==> src/rtl/core/wsd_pkg.sv <==
`timescale 1ns / 1ps

package wsd_pkg;

   typedef enum logic [1:0] {
      KIND_DATA        = 2'd0,
      KIND_EMPTY       = 2'd1,
      KIND_PEER_CLOSE  = 2'd2,
      KIND_LOCAL_CLOSE = 2'd3
   } kind_type;

   typedef struct packed {
      logic       command;
      logic [7:0] byte_in;
   } req_payload_type;

   typedef struct packed {
      kind_type   kind;
      logic [7:0] data_byte;
      logic       last_in_frame;
      logic       send_close_frame;
   } rsp_payload_type;

   // one parsed result between the parser and the output register
   typedef struct packed {
      logic            valid;
      rsp_payload_type payload;
   } result_type;

endpackage

==> src/rtl/core/wsd_stream_if.sv <==
`timescale 1ns / 1ps

interface wsd_req_if;
   logic       valid;
   logic       ready;
   logic       command;
   logic [7:0] byte_in;

   modport source (output valid, output command, output byte_in, input ready);
   modport sink   (input valid, input command, input byte_in, output ready);
endinterface

interface wsd_rsp_if;
   logic       valid;
   logic       ready;
   logic [1:0] kind;
   logic [7:0] data_byte;
   logic       last_in_frame;
   logic       send_close_frame;

   modport source (output valid, output kind, output data_byte, output last_in_frame,
                   output send_close_frame, input ready);
   modport sink   (input valid, input kind, input data_byte, input last_in_frame,
                   input send_close_frame, output ready);
endinterface

==> src/rtl/core/websocket_frame_deframer_top.sv <==
`timescale 1ns / 1ps
// channel    dir  payload                                            handshake
// req_chan   in   command, byte_in[7:0]                              valid/ready
// rsp_chan   out  kind[1:0], data_byte[7:0], last_in_frame,          valid/ready
//                 send_close_frame
//
// One transaction per cycle while rsp_chan does not stall: input register, parser logic, output register.
// A transaction's result, where it has one, passes from the input register through the parser into the output register.
// Synchronous active-high reset returns the parser to the first header byte.
// A stalled output holds the input stage; req_chan.ready is high while the input register is empty or can_load.

module websocket_frame_deframer_top
   import wsd_pkg::*;
(
   input  logic      clock,
   input  logic      reset,
   wsd_req_if.sink   req_chan,
   wsd_rsp_if.source rsp_chan
);

   logic            in_valid_ff, in_valid_in;
   req_payload_type in_item_ff, in_item_in;
   logic            can_load;
   logic            advance;
   result_type      result;

   assign advance        = in_valid_ff && can_load;
   assign req_chan.ready = !in_valid_ff || can_load;

   always_comb begin
      in_valid_in = in_valid_ff;
      in_item_in  = in_item_ff;
      if (req_chan.ready) begin
         in_valid_in        = req_chan.valid;
         in_item_in.command = req_chan.command;
         in_item_in.byte_in = req_chan.byte_in;
      end
   end

   always_ff @(posedge clock) begin
      if (reset) begin
         in_valid_ff <= 1'b0;
      end else begin
         in_valid_ff <= in_valid_in;
      end
      in_item_ff <= in_item_in;
   end

   wsd_parser u_parser (
      .clock  (clock),
      .reset  (reset),
      .fire   (advance),
      .item   (in_item_ff),
      .result (result)
   );

   wsd_rsp_reg u_rsp_reg (
      .clock    (clock),
      .reset    (reset),
      .result   (result),
      .can_load (can_load),
      .rsp_chan (rsp_chan)
   );

endmodule

==> src/rtl/core/wsd_parser.sv <==
`timescale 1ns / 1ps

module wsd_parser
   import wsd_pkg::*;
(
   input  logic            clock,
   input  logic            reset,
   input  logic            fire,
   input  req_payload_type item,
   output result_type      result
);

   typedef enum logic [2:0] {
      PH_HDR0 = 3'd0,
      PH_HDR1 = 3'd1,
      PH_EXT  = 3'd2,
      PH_MASK = 3'd3,
      PH_DATA = 3'd4
   } phase_type;

   localparam logic [6:0] LEN_EXT16    = 7'd126;
   localparam logic [6:0] LEN_EXT64    = 7'd127;
   localparam logic [3:0] OPCODE_CLOSE = 4'h8;
   localparam logic [2:0] EXT16_LEFT   = 3'd1;
   localparam logic [2:0] EXT64_LEFT   = 3'd7;

   phase_type   phase_ff, phase_in;
   logic [2:0]  ext_left_ff, ext_left_in;
   logic [63:0] payload_left_ff, payload_left_in;
   logic [31:0] mask_key_ff, mask_key_in;
   logic [1:0]  mask_pos_ff, mask_pos_in;
   logic        is_masked_ff, is_masked_in;
   logic        local_sent_ff, local_sent_in;
   logic        closed_ff, closed_in;

   always_comb begin
      logic [7:0]  b;
      logic [6:0]  short_len;
      logic [63:0] ext_len;
      logic [63:0] len_value;
      logic [63:0] hdr_len;
      logic        len_end;
      logic        len_masked;
      logic        hdr_end;
      logic [1:0]  pos_next;
      logic [7:0]  key_byte;
      logic [63:0] left_next;

      b          = item.byte_in;
      short_len  = b[6:0];
      ext_len    = {payload_left_ff[55:0], b};
      len_value  = '0;
      hdr_len    = payload_left_ff;
      len_end    = 1'b0;
      len_masked = is_masked_ff;
      hdr_end    = 1'b0;
      pos_next   = mask_pos_ff + 2'd1;
      left_next  = payload_left_ff - 64'd1;
      key_byte   = '0;

      phase_in        = phase_ff;
      ext_left_in     = ext_left_ff;
      payload_left_in = payload_left_ff;
      mask_key_in     = mask_key_ff;
      mask_pos_in     = mask_pos_ff;
      is_masked_in    = is_masked_ff;
      local_sent_in   = local_sent_ff;
      closed_in       = closed_ff;
      result          = '0;

      unique case (mask_pos_ff)
         2'd0: key_byte = mask_key_ff[31:24];
         2'd1: key_byte = mask_key_ff[23:16];
         2'd2: key_byte = mask_key_ff[15:8];
         2'd3: key_byte = mask_key_ff[7:0];
         default: key_byte = '0;
      endcase

      if (fire && !closed_ff) begin
         if (item.command) begin
            // local close does not disturb parsing
            local_sent_in                   = 1'b1;
            result.valid                    = 1'b1;
            result.payload.kind             = KIND_LOCAL_CLOSE;
            result.payload.send_close_frame = 1'b1;
         end else begin
            unique case (phase_ff)
               PH_HDR1: begin
                  is_masked_in = b[7];
                  len_masked   = b[7];
                  if (short_len == LEN_EXT16) begin
                     payload_left_in = '0;
                     ext_left_in     = EXT16_LEFT;
                     phase_in        = PH_EXT;
                  end else if (short_len == LEN_EXT64) begin
                     payload_left_in = '0;
                     ext_left_in     = EXT64_LEFT;
                     phase_in        = PH_EXT;
                  end else begin
                     len_value       = {57'd0, short_len};
                     payload_left_in = len_value;
                     len_end         = 1'b1;
                  end
               end
               PH_EXT: begin
                  payload_left_in = ext_len;
                  if (ext_left_ff == 3'd0) begin
                     len_value = ext_len;
                     len_end   = 1'b1;
                  end else begin
                     ext_left_in = ext_left_ff - 3'd1;
                  end
               end
               PH_MASK: begin
                  mask_key_in = {mask_key_ff[23:0], b};
                  mask_pos_in = pos_next;
                  if (pos_next == 2'd0) begin
                     hdr_end = 1'b1;
                     hdr_len = payload_left_ff;
                  end
               end
               PH_DATA: begin
                  payload_left_in = left_next;
                  if (is_masked_ff) begin
                     mask_pos_in = pos_next;
                  end
                  result.valid                 = 1'b1;
                  result.payload.kind          = KIND_DATA;
                  result.payload.data_byte     = is_masked_ff ? (b ^ key_byte) : b;
                  result.payload.last_in_frame = (left_next == 64'd0);
                  if (left_next == 64'd0) begin
                     phase_in = PH_HDR0;
                  end
               end
               default: begin
                  // first header byte; unused phase codes land here as well
                  if (b[3:0] == OPCODE_CLOSE) begin
                     closed_in                       = 1'b1;
                     phase_in                        = PH_HDR0;
                     result.valid                    = 1'b1;
                     result.payload.kind             = KIND_PEER_CLOSE;
                     result.payload.send_close_frame = !local_sent_ff;
                  end else begin
                     phase_in = PH_HDR1;
                  end
               end
            endcase

            if (len_end) begin
               if (len_masked) begin
                  mask_pos_in = 2'd0;
                  phase_in    = PH_MASK;
               end else begin
                  hdr_end = 1'b1;
                  hdr_len = len_value;
               end
            end

            if (hdr_end) begin
               mask_pos_in = 2'd0;
               if (hdr_len == 64'd0) begin
                  phase_in            = PH_HDR0;
                  result.valid        = 1'b1;
                  result.payload.kind = KIND_EMPTY;
               end else begin
                  phase_in = PH_DATA;
               end
            end
         end
      end
   end

   always_ff @(posedge clock) begin
      if (reset) begin
         phase_ff        <= PH_HDR0;
         ext_left_ff     <= '0;
         payload_left_ff <= '0;
         mask_key_ff     <= '0;
         mask_pos_ff     <= '0;
         is_masked_ff    <= 1'b0;
         local_sent_ff   <= 1'b0;
         closed_ff       <= 1'b0;
      end else begin
         phase_ff        <= phase_in;
         ext_left_ff     <= ext_left_in;
         payload_left_ff <= payload_left_in;
         mask_key_ff     <= mask_key_in;
         mask_pos_ff     <= mask_pos_in;
         is_masked_ff    <= is_masked_in;
         local_sent_ff   <= local_sent_in;
         closed_ff       <= closed_in;
      end
   end

   a_closed_sticky: assert property (@(posedge clock) disable iff (reset)
      closed_ff |=> closed_ff)
      else $error("stream reopened after peer close");

   a_local_sticky: assert property (@(posedge clock) disable iff (reset)
      local_sent_ff |=> local_sent_ff)
      else $error("local close flag dropped");

   a_data_nonzero: assert property (@(posedge clock) disable iff (reset)
      (phase_ff == PH_DATA) |-> (payload_left_ff != 64'd0))
      else $error("payload phase with nothing left");

   a_no_result_when_closed: assert property (@(posedge clock) disable iff (reset)
      closed_ff |-> !result.valid)
      else $error("result produced after stream closed");

endmodule

==> src/rtl/core/wsd_rsp_reg.sv <==
`timescale 1ns / 1ps

module wsd_rsp_reg
   import wsd_pkg::*;
(
   input  logic       clock,
   input  logic       reset,
   input  result_type result,
   output logic       can_load,
   wsd_rsp_if.source  rsp_chan
);

   logic            valid_ff, valid_in;
   rsp_payload_type payload_ff, payload_in;

   assign can_load = !valid_ff || rsp_chan.ready;

   always_comb begin
      valid_in   = valid_ff;
      payload_in = payload_ff;
      if (can_load) begin
         valid_in   = result.valid;
         payload_in = result.payload;
      end
   end

   always_ff @(posedge clock) begin
      if (reset) begin
         valid_ff <= 1'b0;
      end else begin
         valid_ff <= valid_in;
      end
      payload_ff <= payload_in;
   end

   assign rsp_chan.valid            = valid_ff;
   assign rsp_chan.kind             = payload_ff.kind;
   assign rsp_chan.data_byte        = payload_ff.data_byte;
   assign rsp_chan.last_in_frame    = payload_ff.last_in_frame;
   assign rsp_chan.send_close_frame = payload_ff.send_close_frame;

endmodule
==> src/flat_wrapper.sv <==
// flat-port wrapper written by rule: the top's interface ports become plain ports
module websocket_frame_deframer_top_flat import wsd_pkg::*;
  (clock, reset, req_chan_valid, req_chan_command, req_chan_byte_in, req_chan_ready, rsp_chan_valid, rsp_chan_kind, rsp_chan_data_byte, rsp_chan_last_in_frame, rsp_chan_send_close_frame, rsp_chan_ready);
  wsd_req_if req_chan_i ();
  wsd_rsp_if rsp_chan_i ();
  input  logic clock;
  input  logic reset;
  input wire logic [$bits(req_chan_i.valid)-1:0] req_chan_valid;
  input wire logic [$bits(req_chan_i.command)-1:0] req_chan_command;
  input wire logic [$bits(req_chan_i.byte_in)-1:0] req_chan_byte_in;
  output wire logic [$bits(req_chan_i.ready)-1:0] req_chan_ready;
  output wire logic [$bits(rsp_chan_i.valid)-1:0] rsp_chan_valid;
  output wire logic [$bits(rsp_chan_i.kind)-1:0] rsp_chan_kind;
  output wire logic [$bits(rsp_chan_i.data_byte)-1:0] rsp_chan_data_byte;
  output wire logic [$bits(rsp_chan_i.last_in_frame)-1:0] rsp_chan_last_in_frame;
  output wire logic [$bits(rsp_chan_i.send_close_frame)-1:0] rsp_chan_send_close_frame;
  input wire logic [$bits(rsp_chan_i.ready)-1:0] rsp_chan_ready;
  assign req_chan_i.valid = req_chan_valid;
  assign req_chan_i.command = req_chan_command;
  assign req_chan_i.byte_in = req_chan_byte_in;
  assign req_chan_ready = req_chan_i.ready;
  assign rsp_chan_valid = rsp_chan_i.valid;
  assign rsp_chan_kind = rsp_chan_i.kind;
  assign rsp_chan_data_byte = rsp_chan_i.data_byte;
  assign rsp_chan_last_in_frame = rsp_chan_i.last_in_frame;
  assign rsp_chan_send_close_frame = rsp_chan_i.send_close_frame;
  assign rsp_chan_i.ready = rsp_chan_ready;
  websocket_frame_deframer_top u_core (.clock(clock), .reset(reset), .req_chan(req_chan_i), .rsp_chan(rsp_chan_i));
endmodule
==> config.mk <==
export PLATFORM = sky130hd
export DESIGN_NAME = websocket_frame_deframer_top_flat
export DESIGN_NICKNAME = d
export VERILOG_FILES = /design/src/rtl/core/wsd_pkg.sv /design/src/rtl/core/wsd_stream_if.sv /design/src/rtl/core/websocket_frame_deframer_top.sv /design/src/rtl/core/wsd_parser.sv /design/src/rtl/core/wsd_rsp_reg.sv /design/src/flat_wrapper.sv
export SDC_FILE = /design/constraint.sdc
export NUM_CORES = 1
export LEC_CHECK = 0
export ABC_AREA = 1
export BUFFER_PORTS_ARGS = -buffer_cell sky130_fd_sc_hd__buf_2
export CAP_MARGIN = 10
export CELL_PAD_IN_SITES_DETAIL_PLACEMENT = 2
export CELL_PAD_IN_SITES_GLOBAL_PLACEMENT = 2
export CORE_MARGIN = 2
export CORE_UTILIZATION = 35
export DETAILED_ROUTE_END_ITERATION = 10
export PLACE_DENSITY = 0.87
export REMOVE_ABC_BUFFERS = 1
export SLEW_MARGIN = 0
export SYNTH_ARGS = -nofsm -noshare
export SYNTH_HDL_FRONTEND = slang
export SYNTH_HIERARCHICAL = 1
export SYNTH_SLANG_ARGS = --single-unit
==> constraint.sdc <==
create_clock -name clock -period 3.22 [get_ports clock]
set_clock_uncertainty 0.2 [all_clocks]
set_input_delay 0.966 -clock clock [delete_from_list [all_inputs] [get_ports clock]]
set_output_delay 0.966 -clock clock [all_outputs]
set_load 0.01 [all_outputs]
# Word-level counts from Yosys, hierarchy flattened
# Cells that the tools add are included.
dict set report totals {
  register_bits 130
  output_inout_bits 14
  word_cells 116
}
dict set report op_classes {
  addsub 3
  eq_ne 12
  mux 55
  bitwise 5
  n_reduce_logical 25
}
# op count
set op_table {}
lappend op_table {{64-bit two-way mux} 5}
lappend op_table {{64-bit case mux with 3 select lines} 1}
lappend op_table {{64-bit zero test} 2}
lappend op_table {{64-bit case mux with 2 select lines} 1}
lappend op_table {{64-bit by 1-bit subtractor with 64-bit output (second input constant)} 1}
lappend op_table {{3-bit two-way mux} 14}
lappend op_table {{8-bit case mux with 4 select lines} 1}
lappend op_table {{1-bit two-way mux} 18}
lappend op_table {{9-bit two-way mux} 2}
lappend op_table {{7-bit equality test (second input constant)} 2}
lappend op_table {{7-bit two-way mux} 2}
lappend op_table {{13-bit two-way mux} 1}
lappend op_table {{3-bit case mux with 2 select lines} 2}
lappend op_table {{3-bit case mux with 3 select lines} 1}
lappend op_table {{2-bit two-way mux} 4}
lappend op_table {{8-bit two-way mux} 1}
lappend op_table {{8-bit XOR} 1}
lappend op_table {{3-bit by 2-bit equality test with 1-bit output (second input constant)} 2}
lappend op_table {{3-bit AND reduction} 2}
lappend op_table {{3-bit OR reduction} 2}
lappend op_table {{5-bit AND reduction} 1}
lappend op_table {{2-bit equality test (second input constant)} 2}
lappend op_table {{4-bit equality test (second input constant)} 1}
lappend op_table {{1-bit zero test} 4}
lappend op_table {{20 further kinds} 27}

# Logic depth before layout (Yosys ltp)
dict set report logic_depth {
  ltp_word 14
  mapped_depth 19
  depth_no_buf 19
}

# Cells and area by module
# Netlist, hierarchy kept.
# mod instances cells_per_inst area_each_um2 seq_area_each_um2
set by_module_without_submodules {}
lappend by_module_without_submodules {wsd_parser 1 1248 7495.9 2142.1}
lappend by_module_without_submodules {wsd_rsp_reg 1 17 402.9 380.4}
lappend by_module_without_submodules {websocket_frame_deframer_top 1 16 320.3 290.3}

# Worst setup path after synthesis
# Ideal clock, no wire load.
dict set report synth_path {
  path_type {input -> register}
  startpoint {input rsp_chan_ready}
  endpoint {register u_core.u_parser.payload_left_ff[12]}
  arrival_ns 2.709
  required_ns 2.881
  slack_ns 0.171
  stages 15
  path_cell_list {inv_1 -> nand2_2 -> nand2_1 -> inv_1 -> inv_1 -> nor2_1 -> inv_1 -> nor2_1 -> inv_1 -> nor2_4 -> inv_2 -> buf_6 -> clkbuf_1 -> a21oi_1 -> a221oi_1}
}
dict set report synth_via {
  elab_chain_len 4
}
# element line
set synth_rtl {}
lappend synth_rtl {{from (decl)} flat_wrapper.sv:17} ;# input wire logic [$bits(rsp_chan_i.ready)-1:0] rsp_chan_ready;
lappend synth_rtl {{1-bit logical OR} wsd_rsp_reg.sv:16} ;# assign can_load = !valid_ff || rsp_chan.ready;
lappend synth_rtl {{net u_core.can_load} websocket_frame_deframer_top.sv:23} ;# logic can_load;
lappend synth_rtl {{1-bit logical AND} websocket_frame_deframer_top.sv:27} ;# assign advance = in_valid_ff && can_load;
lappend synth_rtl {{net u_core.advance} websocket_frame_deframer_top.sv:24} ;# logic advance;
lappend synth_rtl {{1-bit logical AND} wsd_parser.sv:79} ;# if (fire && !closed_ff) begin
lappend synth_rtl {{3-bit AND reduction (no source line)} --}
lappend synth_rtl {{to (signal assigned)} wsd_parser.sv:186} ;# payload_left_ff <= payload_left_in;
lappend synth_rtl {{to (decl)} wsd_parser.sv:29} ;# logic [63:0] payload_left_ff, payload_left_in;
# The timed path passes the listed nets, and every way through them passes these cells.
# A chain may end at the register's enable or synchronous reset.

# Final worst setup path
dict set report layout_path {
  startpoint {register u_core.u_parser.payload_left_ff[8]}
  endpoint {register u_core.u_parser.phase_ff[2]}
}
dict set report layout_via {
  elab_chain_len 9
  elab_cells_between_ends 15
  classes_between {add/sub: 1; mux: 12; reduce/logical: 2}
}
# element line
set layout_rtl {}
lappend layout_rtl {{branches (longest 8 deep; another with 64-bit by 1-bit subtractor with 64-bit output)} --}
lappend layout_rtl {{3-bit two-way mux *} wsd_parser.sv:159} ;# if (hdr_end) begin
lappend layout_rtl {{to (signal assigned)} wsd_parser.sv:184} ;# phase_ff <= phase_in;
lappend layout_rtl {{to (decl)} wsd_parser.sv:27} ;# phase_type phase_ff, phase_in;
# Mark *: on every way between the ends. The select of a mux whose other input is x is not followed.

==> results.json <==
{
  "drcViolationCount": 0,
  "ff2ff_setup_slack_ns": 0.07,
  "fmax_mhz": 318,
  "drive_gt1_share_pct": 10.8,
  "endpoint_kind": "flop",
  "slew_viol_final": 0,
  "use_met2_pct": 51.6,
  "synth-seq-area-share_pct": 34.2,
  "diodes": 0,
  "rr_worst_depth": 18,
  "min_period_ns": 3.15,
  "routabilityCongestion": 0.896,
  "synthFlopType": "dfxtp_1",
  "dieArea_um2": 24700,
  "finalHoldViolCount": 0,
  "cp.arrival_ns": 3.24,
  "place_area_um2": 8690,
  "ys_warn_count": 6,
  "crit_type": "reg -> reg",
  "h-tree-depth": 4,
  "vdd_drop_max_mv": 0.412,
  "max_cap_violations": 0,
  "grt_pass1_vias": 9896,
  "nets": 1317,
  "multi_input_area_um2": 4820,
  "critPathSlowestCell": "dfxtp_1",
  "syn_area_um2": 8220,
  "yosysMostFrequentCell": "nand2_1",
  "viasPerCell": 5.71,
  "synth-async-reset-ratio_pct": 0,
  "clockBufferDepth": 2,
  "die_w_um": 157,
  "dpl.hpwl_um": 25300,
  "met1_usage_pct": 36.9,
  "synthTopCellsByCount": "330 x nand2_1, 231 x nor2_1, 122 x inv_1",
  "drt-wirelength-per-cell_um": 22.8,
  "num_rows": 56,
  "whs_ns": 0.253,
  "busiest_layer": "met2",
  "ioPinCount": 27,
  "yosysTopAreaCell": "dfxtp_1",
  "worstPathCellList": "nor2_2 -> nand2_1 -> nor2_4 -> nand2_2 -> nor2_4 -> nand2_1 -> nand2_1 -> nand2_1 -> nor2_1 -> nand2_1 -> nor2_1 -> nand2_1 -> nor2_1 -> nand2_1 -> nand2_1 -> nand2_1 -> nand2_1 -> a21oi_1",
  "grt_start_max_net_pins": 64,
  "crit_required_ns": 3.31,
  "grt.met3_usage_pct": 4.90,
  "synth_seq_cells": 130,
  "die_y_um": 157,
  "hp-start": "u_core/u_parser/local_sent_ff$_SDFFE_PP0P_",
  "grt_pass1_wl_um": 56500,
  "tightest_slew_ns": 0.711,
  "antenna_found_initial": 0,
  "vias": 9296,
  "cpPeakStageDelay_ns": 0.44,
  "syn_avg_cell_area_um2": 6.42,
  "io_buffers": 26,
  "cts_sinks": 130,
  "yosys.area.top_type_share_pct": 26.5,
  "synth_edf_count": 21,
  "regArea_um2": 2810,
  "clock_latency_ns": 0.44,
  "finalSetupViolCount": 0,
  "place_ws_ns": 0.0506,
  "grt_use_total_pct": 30.0,
  "first_pass_iters": 5,
  "numCtsBuffers": 17,
  "crit_family": "simple AND/OR/NAND/NOR gates",
  "cts_root_buffer": "clkbuf_16",
  "synthCells": 1281,
  "status": "finished, final reports clean",
  "cts_tree": "done",
  "floorplan.initialDensity_pct": 35.3,
  "grt.overflow.total": 0,
  "drt-total-wl_um": 37100,
  "nFillCells": 2878,
  "setup_ws_ns": 0.0747,
  "crit_fanout": 6,
  "max_slew_margin_pct": 52.6,
  "core_um2": 23300,
  "r2r_start": "u_core/u_parser/payload_left_ff[8]$_SDFFE_PP0P_",
  "start_kind": "flop",
  "r2r-end": "u_core/u_parser/phase_ff[2]$_SDFFE_PP0P_",
  "holdPathStages": 2,
  "cts_hold_buf": 0,
  "final_util_pct": 40.3,
  "crit_top_cell": "nand2_1",
  "yosys-top-cells-area": "dfxtp_1 27%, nand2_1 15%, nor2_1 11%",
  "p_per_area_nw_per_um2": 521,
  "power_leakage_uw": 0.00452,
  "crit_buf_inv": 0,
  "final_area_um2": 9380,
  "holdCritPathClass": "reg -> reg",
  "area_growth_pct": 14.2,
  "holdPathEnd": "u_core/u_parser/local_sent_ff$_SDFFE_PP0P_",
  "detail-route-antenna-nets": 0,
  "clkTransAtPathRegs_ns": 0.07,
  "synth.distinct_cells": 42,
  "drtIter0Drc": 521,
  "period_share_pct": 97.7
}
## worst max-delay path by stage
stage                                                    start                                          endpoint  slack (ns)  cells past startpoint
2_1_floorplan         u_core/u_parser/phase_ff[0]$_SDFFE_PP0P_   u_core/u_parser/payload_left_ff[0]$_SDFFE_PP0P_       -0.91                      6
3_3_place_gp   u_core/u_parser/payload_left_ff[0]$_SDFFE_PP0P_          u_core/u_parser/phase_ff[2]$_SDFFE_PP0P_        0.20                     19
3_5_place_dp                                    rsp_chan_ready  u_core/u_parser/payload_left_ff[45]$_SDFFE_PP0P_        0.05                     14
4_1_cts        u_core/u_parser/payload_left_ff[0]$_SDFFE_PP0P_          u_core/u_parser/phase_ff[2]$_SDFFE_PP0P_        0.02                     19
5_1_grt        u_core/u_parser/payload_left_ff[8]$_SDFFE_PP0P_          u_core/u_parser/phase_ff[2]$_SDFFE_PP0P_       -0.06                     18
6_report       u_core/u_parser/payload_left_ff[8]$_SDFFE_PP0P_          u_core/u_parser/phase_ff[2]$_SDFFE_PP0P_        0.07                     18
## sequential cells by signal (all words and copies together), names as in the netlist
| register | count |
|---|---|
| u_core/in_item_ff | 9 |
| u_core/u_rsp_reg/rsp_chan.last_in_frame | 1 |
| u_core/u_parser/local_sent_ff | 1 |
| u_core/u_parser/mask_key_ff | 32 |
| u_core/u_rsp_reg/rsp_chan.kind | 2 |
| u_core/u_rsp_reg/rsp_chan.send_close_frame | 1 |
| u_core/in_valid_ff | 1 |
| u_core/u_parser/phase_ff | 3 |
| u_core/u_parser/closed_ff | 1 |
| u_core/u_parser/mask_pos_ff | 2 |
| u_core/u_rsp_reg/rsp_chan.valid | 1 |
| u_core/u_parser/ext_left_ff | 3 |
| u_core/u_rsp_reg/rsp_chan.data_byte | 8 |
| u_core/u_parser/payload_left_ff | 64 |
| u_core/u_parser/is_masked_ff | 1 |
## worst register-to-register path, stage by stage, from the launching register on
cell and delay, ns:
dfxtp_1 0.44, nor2_2 0.27, nand2_1 0.18, nor2_4 0.20
nand2_2 0.14, nor2_4 0.18, nand2_1 0.08, nand2_1 0.08
nand2_1 0.12, nor2_1 0.17, nand2_1 0.08, nor2_1 0.19
nand2_1 0.07, nor2_1 0.13, nand2_1 0.14, nand2_1 0.11
nand2_1 0.08, nand2_1 0.07, a21oi_1 0.07
## final cells by class
| cell class | count | area share [%] |
|---|---|---|
| multi-input cells | 976 | 51.3 |
| repair buffers | 45 | 3.17 |
| well taps | 319 | 4.25 |
| clock inverters | 15 | 1.71 |
| inverters | 126 | 5.04 |
| flip-flops and latches | 130 | 30.0 |
| clock buffers | 17 | 4.53 |
## per-layer routing
| layer | vias to the layer above | part of all wire, % |
|---|---|---|
| li1 | 4259 | - |
| met1 | 4692 | 42 |
| met2 | 262 | 50 |
| met3 | 83 | 4.3 |
| met4 | 0 | 3.6 |
| met5 | - | 0 |
## power by group
| group | switching [uW] | internal [uW] |
|---|---|---|
| registers | 38.5 | 1670 |
| clock network | 940 | 1100 |
| logic | 812 | 324 |
## repair_timing
item / in CTS / in global routing
gates resized for setup: 2 / 19
endpoints found under the setup margin: 1 / 2
pin swaps: 0 / 1
buffers inserted: 0 / 3
## through the flow
step	cells	setup TNS, ns	power [uW]
floorplan	1232	-77.85	2440
global placement	1593	0	2760
detailed placement	1593	0	2810
CTS	1625	0	4870
global route	1628	-0.0563	5110
finish	1628	0	4890
## kinds of logic after synthesis
family | after synthesis | share of synthesized area, %
xor+xnor | 12 | 1.28
compound gates | 274 | 19.6
fa+ha+maj | 8 | 1.22
flops | 130 | 34.2
buf+inv | 175 | 8.36
simple gates | 682 | 35.3
## layout by cell type, fill, tap and decap left out, types with 3 or more instances in the layout
master       n
a21oi_1    110
a221oi_1    41
a31o_2       5
a31oi_1      6
and2_1       4
buf_2       26
buf_4       17
clkbuf_16   17
dfxtp_1    109
edfxtp_1    21
ha_1         7
inv_1      121
inv_2        5
inv_6        7
inv_8        4
nand2_1    329
nand2_2     10
nand2_4      3
nand3_1     53
nand3b_1    13
nand4_1      7
nor2_1     225
nor2_2       8
nor2_4      20
nor4_1       3
o21ai_0     96
o221a_2      4
xor2_1      10
Power figures use the tool's default switching activity.
